### config.mk
export PLATFORM = sky130hd
export DESIGN_NAME = color_keyed_raster_op_core
export DESIGN_NICKNAME = d
export VERILOG_FILES = /design/src/design/ckrop_pkg.sv /design/src/design/ckrop_cfg_regs.sv /design/src/design/ckrop_rop.sv /design/src/design/color_keyed_raster_op_core.sv
export SDC_FILE = /design/constraint.sdc
export NUM_CORES = 1
export LEC_CHECK = 0
export BUFFER_PORTS_ARGS = -buffer_cell sky130_fd_sc_hd__buf_4
export CAP_MARGIN = 20
export CORE_ASPECT_RATIO = 0.9
export CORE_UTILIZATION = 43
export DETAILED_ROUTE_END_ITERATION = 10
export MAX_ROUTING_LAYER = met4
export SETUP_SLACK_MARGIN = 0.1
export SYNTH_ARGS = -nofsm -noshare
export SYNTH_HDL_FRONTEND = slang
export SYNTH_SLANG_ARGS = --single-unit
export TNS_END_PERCENT = 5
### constraint.sdc
create_clock -name clk -period 3.6 [get_ports clk]
set_clock_uncertainty 0.2 [all_clocks]
set_input_delay 0.54 -clock clk [delete_from_list [all_inputs] [get_ports clk]]
set_output_delay 0.54 -clock clk [all_outputs]
set_load 0.1 [all_outputs]
### src/design/ckrop_pkg.sv
// Package for the color-keyed raster operation core.
// Holds register indexes, raster operation codes and shared structs.
// No dependencies.
`timescale 1ns / 1ps
`default_nettype none

package ckrop_pkg;

  localparam int unsigned PixW  = 24;
  localparam int unsigned IdxW  = 8;
  localparam int unsigned RopW  = 4;
  localparam int unsigned CfgAw = 3;

  // Configuration register indexes
  localparam logic [CfgAw-1:0] REG_PIXEL_MODE  = 3'd0;
  localparam logic [CfgAw-1:0] REG_KEY_COLOR   = 3'd1;
  localparam logic [CfgAw-1:0] REG_KEY_PRESENT = 3'd2;
  localparam logic [CfgAw-1:0] REG_FORE_ROP    = 3'd3;
  localparam logic [CfgAw-1:0] REG_BACK_ROP    = 3'd4;
  localparam logic [CfgAw-1:0] REG_FORE_COLOR  = 3'd5;
  localparam logic [CfgAw-1:0] REG_BACK_COLOR  = 3'd6;

  // Pixel modes
  localparam logic MODE_RGB   = 1'b0;
  localparam logic MODE_INDEX = 1'b1;

  // Raster operation codes (d = pixel, c = operand)
  typedef enum logic [RopW-1:0] {
    ROP_NOP       = 4'd0,
    ROP_COPY      = 4'd1,
    ROP_XOR       = 4'd2,
    ROP_AND       = 4'd3,
    ROP_OR        = 4'd4,
    ROP_NOT_COPY  = 4'd5,
    ROP_INVERT    = 4'd6,
    ROP_BLACKNESS = 4'd7,
    ROP_NDEST_AND = 4'd8,
    ROP_NDEST_OR  = 4'd9,
    ROP_WHITENESS = 4'd10,
    ROP_NSRC_AND  = 4'd11,
    ROP_NSRC_OR   = 4'd12,
    ROP_NOT_XOR   = 4'd13,
    ROP_NAND      = 4'd14,
    ROP_NOR       = 4'd15
  } rop_t;

  // Live configuration, register file to datapath
  typedef struct packed {
    logic            pixel_mode;
    logic [PixW-1:0] key_color;
    logic            key_present;
    rop_t            fore_rop;
    rop_t            back_rop;
    logic [PixW-1:0] fore_color;
    logic [PixW-1:0] back_color;
  } cfg_t;

  // One result beat
  typedef struct packed {
    logic [PixW-1:0] pixel;
    logic            matched;
  } result_t;

endpackage

`default_nettype wire

### src/design/ckrop_cfg_regs.sv
// Configuration register file for the color-keyed raster operation core.
// Depends on ckrop_pkg.
`timescale 1ns / 1ps
`default_nettype none

module ckrop_cfg_regs (
  input  wire logic                        clk,
  input  wire logic                        rst_n,
  input  wire logic                        cfg_we,
  input  wire logic [ckrop_pkg::CfgAw-1:0] cfg_index,
  input  wire logic [ckrop_pkg::PixW-1:0]  cfg_wdata,
  output ckrop_pkg::cfg_t                  cfg
);

  ckrop_pkg::cfg_t cfg_r;

  // Write decode; indexes beyond the list are dropped
  always_ff @(posedge clk) begin
    if (!rst_n) begin
      cfg_r.pixel_mode  <= ckrop_pkg::MODE_RGB;
      cfg_r.key_color   <= '0;
      cfg_r.key_present <= 1'b1;
      cfg_r.fore_rop    <= ckrop_pkg::ROP_NOP;
      cfg_r.back_rop    <= ckrop_pkg::ROP_NOP;
      cfg_r.fore_color  <= '0;
      cfg_r.back_color  <= '0;
    end else if (cfg_we) begin
      case (cfg_index)
        ckrop_pkg::REG_PIXEL_MODE:  cfg_r.pixel_mode  <= cfg_wdata[0];
        ckrop_pkg::REG_KEY_COLOR:   cfg_r.key_color   <= cfg_wdata;
        ckrop_pkg::REG_KEY_PRESENT: cfg_r.key_present <= cfg_wdata[0];
        ckrop_pkg::REG_FORE_ROP:
          cfg_r.fore_rop <= ckrop_pkg::rop_t'(cfg_wdata[ckrop_pkg::RopW-1:0]);
        ckrop_pkg::REG_BACK_ROP:
          cfg_r.back_rop <= ckrop_pkg::rop_t'(cfg_wdata[ckrop_pkg::RopW-1:0]);
        ckrop_pkg::REG_FORE_COLOR:  cfg_r.fore_color  <= cfg_wdata;
        ckrop_pkg::REG_BACK_COLOR:  cfg_r.back_color  <= cfg_wdata;
        default: ;
      endcase
    end
  end

  assign cfg = cfg_r;

endmodule

`default_nettype wire

### src/design/ckrop_rop.sv
// Key compare and raster operation, purely combinational.
// Depends on ckrop_pkg.
`timescale 1ns / 1ps
`default_nettype none

module ckrop_rop (
  input  wire logic [ckrop_pkg::PixW-1:0] pixel,
  input  wire ckrop_pkg::cfg_t            cfg,
  output ckrop_pkg::result_t              res
);

  localparam logic [ckrop_pkg::PixW-1:0] IdxMask =
    {{(ckrop_pkg::PixW-ckrop_pkg::IdxW){1'b0}}, {ckrop_pkg::IdxW{1'b1}}};

  logic [ckrop_pkg::PixW-1:0] mask;
  logic [ckrop_pkg::PixW-1:0] d;
  logic [ckrop_pkg::PixW-1:0] c;
  logic [ckrop_pkg::PixW-1:0] blk;
  logic [ckrop_pkg::PixW-1:0] wht;
  logic [ckrop_pkg::PixW-1:0] r;
  logic                       match;
  ckrop_pkg::rop_t            op;

  // Mode masking and key compare; key_present only counts in index mode
  always_comb begin
    if (cfg.pixel_mode == ckrop_pkg::MODE_INDEX) begin
      mask  = IdxMask;
      match = cfg.key_present &&
              (pixel[ckrop_pkg::IdxW-1:0] == cfg.key_color[ckrop_pkg::IdxW-1:0]);
    end else begin
      mask  = '1;
      match = (pixel == cfg.key_color);
    end
    d  = pixel & mask;
    op = match ? cfg.fore_rop : cfg.back_rop;
    c  = (match ? cfg.fore_color : cfg.back_color) & mask;
    // Index mode: black and white come from the operand's palette index
    if (cfg.pixel_mode == ckrop_pkg::MODE_INDEX) begin
      blk = c;
      wht = c;
    end else begin
      blk = '0;
      wht = '1;
    end
  end

  // Operation select
  always_comb begin
    case (op)
      ckrop_pkg::ROP_NOP:       r = d;
      ckrop_pkg::ROP_COPY:      r = c;
      ckrop_pkg::ROP_XOR:       r = d ^ c;
      ckrop_pkg::ROP_AND:       r = d & c;
      ckrop_pkg::ROP_OR:        r = d | c;
      ckrop_pkg::ROP_NOT_COPY:  r = ~c;
      ckrop_pkg::ROP_INVERT:    r = ~d;
      ckrop_pkg::ROP_BLACKNESS: r = blk;
      ckrop_pkg::ROP_NDEST_AND: r = ~d & c;
      ckrop_pkg::ROP_NDEST_OR:  r = ~d | c;
      ckrop_pkg::ROP_WHITENESS: r = wht;
      ckrop_pkg::ROP_NSRC_AND:  r = d & ~c;
      ckrop_pkg::ROP_NSRC_OR:   r = d | ~c;
      ckrop_pkg::ROP_NOT_XOR:   r = d ^ ~c;
      ckrop_pkg::ROP_NAND:      r = ~(d & c);
      default:                  r = ~(d | c);
    endcase
  end

  // Result beat: masked pixel, then match flag
  assign res = {r & mask, match};

endmodule

`default_nettype wire

### src/design/color_keyed_raster_op_core.sv
// Top level of the color-keyed raster operation core: input register,
// raster datapath, result register. Depends on ckrop_pkg, ckrop_cfg_regs, ckrop_rop.
//
//   channel | direction | handshake            | payload
//   --------+-----------+----------------------+--------------------------
//   in      | in        | in_valid / in_ready  | in_pixel_in[23:0]
//   out     | out       | out_valid / out_ready| out_pixel_out, out_key_matched
//   cfg     | in        | cfg_we (no wait)     | cfg_index[2:0], cfg_wdata[23:0]
//
// One pixel per clock sustained while the output is not stalled. An accepted
// beat moves from the input register into the result register, where it raises
// out_valid and waits for the output handshake.
// Synchronous active-low reset empties both stages and loads register defaults.
// A stalled output holds its beat; in_ready stays high while the input register
// is empty or can move on (result register empty or drained that cycle).
`timescale 1ns / 1ps
`default_nettype none

module color_keyed_raster_op_core (
  input  wire logic                        clk,
  input  wire logic                        rst_n,
  input  wire logic                        in_valid,
  output logic                             in_ready,
  input  wire logic [ckrop_pkg::PixW-1:0]  in_pixel_in,
  output logic                             out_valid,
  input  wire logic                        out_ready,
  output logic [ckrop_pkg::PixW-1:0]       out_pixel_out,
  output logic                             out_key_matched,
  input  wire logic                        cfg_we,
  input  wire logic [ckrop_pkg::CfgAw-1:0] cfg_index,
  input  wire logic [ckrop_pkg::PixW-1:0]  cfg_wdata
);

  ckrop_pkg::cfg_t            cfg;
  ckrop_pkg::result_t         res;
  ckrop_pkg::result_t         res_r;
  logic [ckrop_pkg::PixW-1:0] pix_r;
  logic                       pix_vld_r;
  logic                       res_vld_r;
  logic                       res_take;
  logic                       pix_take;

  ckrop_cfg_regs u_cfg (
    .clk       (clk),
    .rst_n     (rst_n),
    .cfg_we    (cfg_we),
    .cfg_index (cfg_index),
    .cfg_wdata (cfg_wdata),
    .cfg       (cfg)
  );

  ckrop_rop u_rop (
    .pixel (pix_r),
    .cfg   (cfg),
    .res   (res)
  );

  // Stage advance
  assign res_take = !res_vld_r || out_ready;
  assign in_ready = !pix_vld_r || res_take;
  assign pix_take = in_valid && in_ready;

  // Valid bits
  always_ff @(posedge clk) begin
    if (!rst_n) begin
      pix_vld_r <= 1'b0;
      res_vld_r <= 1'b0;
    end else begin
      if (in_ready) pix_vld_r <= in_valid;
      if (res_take) res_vld_r <= pix_vld_r;
    end
  end

  // Payload registers
  always_ff @(posedge clk) begin
    if (pix_take) pix_r <= in_pixel_in;
    if (res_take && pix_vld_r) res_r <= res;
  end

  assign out_valid       = res_vld_r;
  assign out_pixel_out   = res_r.pixel;
  assign out_key_matched = res_r.matched;

endmodule

`default_nettype wire
=== Word-level counts from Yosys, hierarchy flattened ===
Index checks and enable logic that the tools add are counted.

* Input bits: 56
* Output and inout bits: 27
* Register bits: 133
* Word-level logic and storage cells: 72

* Equality and inequality tests: 22
* Muxes and demuxes: 7
* Bitwise operators: 15
* Reduce and logical (&&, ||, !) cells: 16

{| class="wikitable"
|+ Operator list
! cell !! count
|-
| 24-bit one-hot mux with 15 select lines || 1
|-
| 24-bit bitwise AND || 6
|-
| 24-bit 2-to-1 mux || 4
|-
| 24-bit NOT || 4
|-
| 24-bit OR || 3
|-
| 24-bit XOR || 2
|-
| 4-bit == test, second input constant || 7
|-
| 24-bit == test || 1
|-
| 4-bit by 3-bit == test with 1-bit output, second input constant || 4
|-
| 2-bit AND reduction || 7
|-
| 3-bit == test, second input constant || 3
|-
| 4-bit by 2-bit == test with 1-bit output, second input constant || 2
|-
| 8-bit == test || 1
|-
| 3-bit by 2-bit == test with 1-bit output, second input constant || 2
|-
| 4-bit by 1-bit == test with 1-bit output, second input constant || 1
|-
| 4-bit zero test || 1
|-
| 4-bit 2-to-1 mux || 1
|-
| 3-bit by 1-bit == test with 1-bit output, second input constant || 1
|-
| 1-bit logical AND || 3
|-
| 3-bit zero test || 1
|-
| 1-bit zero test || 2
|-
| 1-bit logical OR || 2
|-
| 1-bit 2-to-1 mux || 1
|}

=== Logic depth before layout (Yosys ltp) ===
* Depth in word-level cells: 9
* Gate-level depth with buffers: 14
* Gate-level depth less buffers: 10

=== By module ===
A second synthesis with hierarchy kept.

* Cell total of the unflattened synthesis: 1313
* Area, all modules: 10586.4 um^2

{| class="wikitable"
|+ By module, submodules not included
! module !! cells each !! times used !! area each (um^2) !! seq. area each (um^2)
|-
| ckrop_rop || 955 || 1 || 5916.9 || 0.0
|-
| ckrop_cfg_regs || 300 || 1 || 3094.2 || 1641.6
|-
| color_keyed_raster_op_core || 58 || 1 || 1575.3 || 1511.4
|}

=== Least setup slack after synthesis ===
Ideal clock, no wire load.

* Path kind: register to register
* Start: register pix_r[21] in the netlist's numbering
* End: register res_r, in the netlist out_pixel_out[12] (data pin)
* Required time: 3144 ps
* Setup slack: 299 ps
* Setup time: 256 ps
* Cell stages (with the launch flop): 11
* Buffers on the path: 0
* Arrival time: 2845 ps
* Clock period less this slack: 3301 ps
* Cells stage by stage: edfxtp_1 > xnor2_1 > nand4_2 > o41ai_4 > nand2_4 > inv_2 > mux2_2 > or4_1 > nand4_1 > o21ai_0 > o211a_1

{| class="wikitable"
|+ RTL lines
! what !! line !! text
|-
| from (decl) || color_keyed_raster_op_core.sv:37 || <nowiki>logic [ckrop_pkg::PixW-1:0] pix_r;</nowiki>
|-
| from (signal assigned) || color_keyed_raster_op_core.sv:76 || <nowiki>if (pix_take) pix_r <= in_pixel_in;</nowiki>
|-
| to (signal assigned) || color_keyed_raster_op_core.sv:77 || <nowiki>if (res_take && pix_vld_r) res_r <= res;</nowiki>
|-
| to (decl) || color_keyed_raster_op_core.sv:36 || <nowiki>ckrop_pkg::result_t res_r;</nowiki>
|}

==> flow_metrics.py <==
metrics = {
    "yosys": {
        "ys_seq_area_frac": 0.311,
        "synth.distinct_cells": 87,
        "synth.top_cell.area_share": 0.166,
        "synth_ff_type": "dfxtp_1",
        "netlist_area_um2": 10200,
        "syn_inst": 1303,
        "synth_edf_count": 49,
        "ys_ff_latch": 133,
        "synth_warnings": 0,
        "synth_top_cells_by_area": "dfxtp_1 17%, edfxtp_1 14%, nand2_1 8.9%",
        "ys_async_sr_fraction": 0,
        "synth_fp_nets": 1359,
        "synth_area_leader_cell": "dfxtp_1",
        "synth.avg_cell_area_um2": 7.79,
    },
    "clocking": {
        "htreeDepth": 4,
        "cts-hold-fix-buffers": 0,
        "clock-sinks": 133,
        "cts.clk_slew.worst_paths_ps": 80,
        "clockBufferDepth": 2,
        "cts_buffers": 17,
        "insertion_delay_ps": 440,
        "cts_root_buf": "clkbuf_16",
        "cts_tree": "built",
    },
    "layout": {
        "final_cell_mix": "240 x nand2_1, 227 x buf_4, 92 x nor2_1, 83 x dfxtp_1, 78 x a21boi_0",
        "drive_above_1_share": 0.249,
        "final_common_cell": "nand2_1",
        "syn_to_final_growth_pct": 27.6,
        "antenna-diode-count": 0,
        "final_core_util": 0.567,
        "fin_nets": 1523,
    },
    "critical_path": {
        "crit_fanout": 8,
        "cp-endpoint": "out_pixel_out[4]",
        "reg2reg_depth": 11,
        "arrival_ps": 3500,
        "cp-startpoint": "pix_r[23]",
        "reg2reg_setup_slack_ps": 80,
        "required_ps": 3580,
        "end_kind": "flip-flop",
        "r2r-end": "out_pixel_out[4]",
        "crit_type": "reg -> reg",
        "rr_startpoint": "pix_r[23]",
        "crit_path_start_kind": "flip-flop",
    },
    "place": {
        "dp_hpwl_um": 30000,
        "gp_congestion": 1.04,
        "portBuffers": 82,
    },
    "floorplan": {
        "start_util": 0.445,
        "boundaryPins": 83,
        "die_w_um": 164,
        "die_area_um2": 24200,
        "dieHeight_um": 148,
        "row_count": 52,
        "core_area_um2": 22800,
    },
    "global_route": {
        "overflow": 0,
        "antenna_found_initial": 0,
        "grt_pass1_vias": 9803,
        "track_usage": 0.358,
        "grt_pass1_wl_um": 62400,
        "grt_max_degree": 85,
    },
    "timing": {
        "setup_viol": 0,
        "relSlewSlack": 0.368,
        "final_hold_viol_count": 0,
        "fin_tns_setup_ps": 0,
        "rsz0062_at_grt": "true",
        "fin_crit_sh": 0.979,
        "worst_slew_pin_slew_ps": 946,
        "drv_slew": 0,
        "period_minus_slack_ps": 3520,
        "fmax_ghz": 0.284,
    },
    "power": {
        "seqPwrFrac": 0.390,
        "p_per_area_nw_per_um2": 330,
        "power.internal_mw": 2.95,
        "power.total_mw": 4.28,
        "p_sw_frac": 0.310,
        "p_sw_mw": 1.33,
        "combPwrFrac": 0.163,
        "peakVddDrop_mv": 0.265,
        "power_frac_clock": 0.447,
        "p_leak_nw": 4.95,
    },
    "routing": {
        "postRouteAntennaNets": 0,
        "drc": 0,
        "initialDrtViolationCount": 1471,
        "num_vias": 11147,
        "finalWirelength_um": 42800,
        "wl_per_cell_um": 24.1,
        "routed_via_density": 6.27,
        "drtPass1Iterations": 6,
    },
    "flow_run": {
        "drv_cap": 0,
    },
    "min_path": {
        "min_path_type": "in -> reg",
    },
    "status": {
        "run_status": "completed",
    },
}
==> worst min path at each step <==
stage                         from             to  slack, ps  cells after the start
global placement     u_cfg.cfg[18]  u_cfg.cfg[18]        250                      2
floorplan            u_cfg.cfg[16]  u_cfg.cfg[16]        240                      2
finish              in_pixel_in[1]       pix_r[1]         70                      1
detailed placement   u_cfg.cfg[20]  u_cfg.cfg[20]        260                      2
CTS                 in_pixel_in[1]       pix_r[1]         70                      1
global route        in_pixel_in[5]       pix_r[5]         60                      1
==> stage by stage <==
stage	setup WS, ps	hold slack, ps	cell area, µm²	cells
4_1_cts	90.9	67.0	12500	1759
3_5_place_dp	-177	257	11900	1727
2_1_floorplan	299	240	10200	1303
3_3_place_gp	-90.3	250	11900	1727
6_report	76.1	70.1	13000	1777
5_1_grt	59.1	63.6	13000	1777
==> layout make-up <==
| type | instances | area (µm²) |
|---|---|---|
| fill | 2138 | 9880 |
| sequential | 133 | 3150 |
| tap | 297 | 372 |
| clock buffer | 17 | 425 |
| multi-input combinational | 1049 | 6680 |
| inverter | 20 | 87.6 |
| clock inverter | 15 | 198 |
| timing repair buffer | 246 | 2040 |
==> synth_stat cells (all sizes together) (9+ instances only) <==
cell	n
inv	19
a21boi	81
nor2	94
xnor2	19
a311oi	10
nand3	40
nor3	34
dfxtp	84
o31ai	11
o21a	9
mux2	21
o211ai	14
nand2b	13
clkbuf	60
a21oi	81
mux2i	55
buf	42
o21ai	102
edfxtp	49
nand2	241
o22ai	9
a31oi	23
and3	11
nand4	11
xor2	11
nor2b	24
==> power by group through the flow <==
stage               sequential, mW  clock [mW]  combinational [mW]
finish                        1.67        1.91               0.699
global route                  1.67        1.99               0.735
CTS                           1.66        1.93               0.663
detailed placement            1.70           0               0.659
global placement              1.70           0               0.659
floorplan                     1.80           0               0.294
==> timing repair <==
| item | CTS | global route |
|---|---|---|
| endpoints found under the hold margin | 0 | 0 |
| pin swaps | 1 | 15 |
| setup buffers | 0 | 13 |
| setup endpoints to repair | 24 | 24 |
| gates cloned | 0 | 5 |
| resized for setup | 10 | 55 |
==> sequential cells by signal, indices dropped and copies added, names as in the netlist <==
name	flops
u_cfg.cfg	82
out_pixel_out	24
pix_r	24
out_key_matched	1
out_valid	1
pix_vld_r	1
==> routing by layer <==
metal | up-vias | global-route usage | routed length [µm]
li1 | 5110 | - | -
met1 | 5237 | 0.529 | 19400
met2 | 740 | 0.469 | 17200
met3 | 60 | 0.0993 | 5460
met4 | 0 | 0.0912 | 802
met5 | - | - | 0
==> worst max-delay path, cell delays in order, from the launching register on <==
cell       delay, ps
edfxtp_1         430
xnor2_2          240
nand4_1          220
o41ai_4          400
buf_4            190
nand2_8          110
buf_16           180
a2bb2oi_2        520
o31ai_1          170
nand3_1          120
o21ai_1           70
o41a_1           410
==> kinds of logic after synthesis <==
logic type | count (synthesis) | share of synthesized area
xor+xnor | 30 | 0.0274
mux | 77 | 0.0875
flops | 133 | 0.311
buf+inv | 122 | 0.0562
fa+ha+maj | 2 | 0.00197
simple gates | 500 | 0.220
compound gates | 439 | 0.296
(Power assumes the default switching activity.)
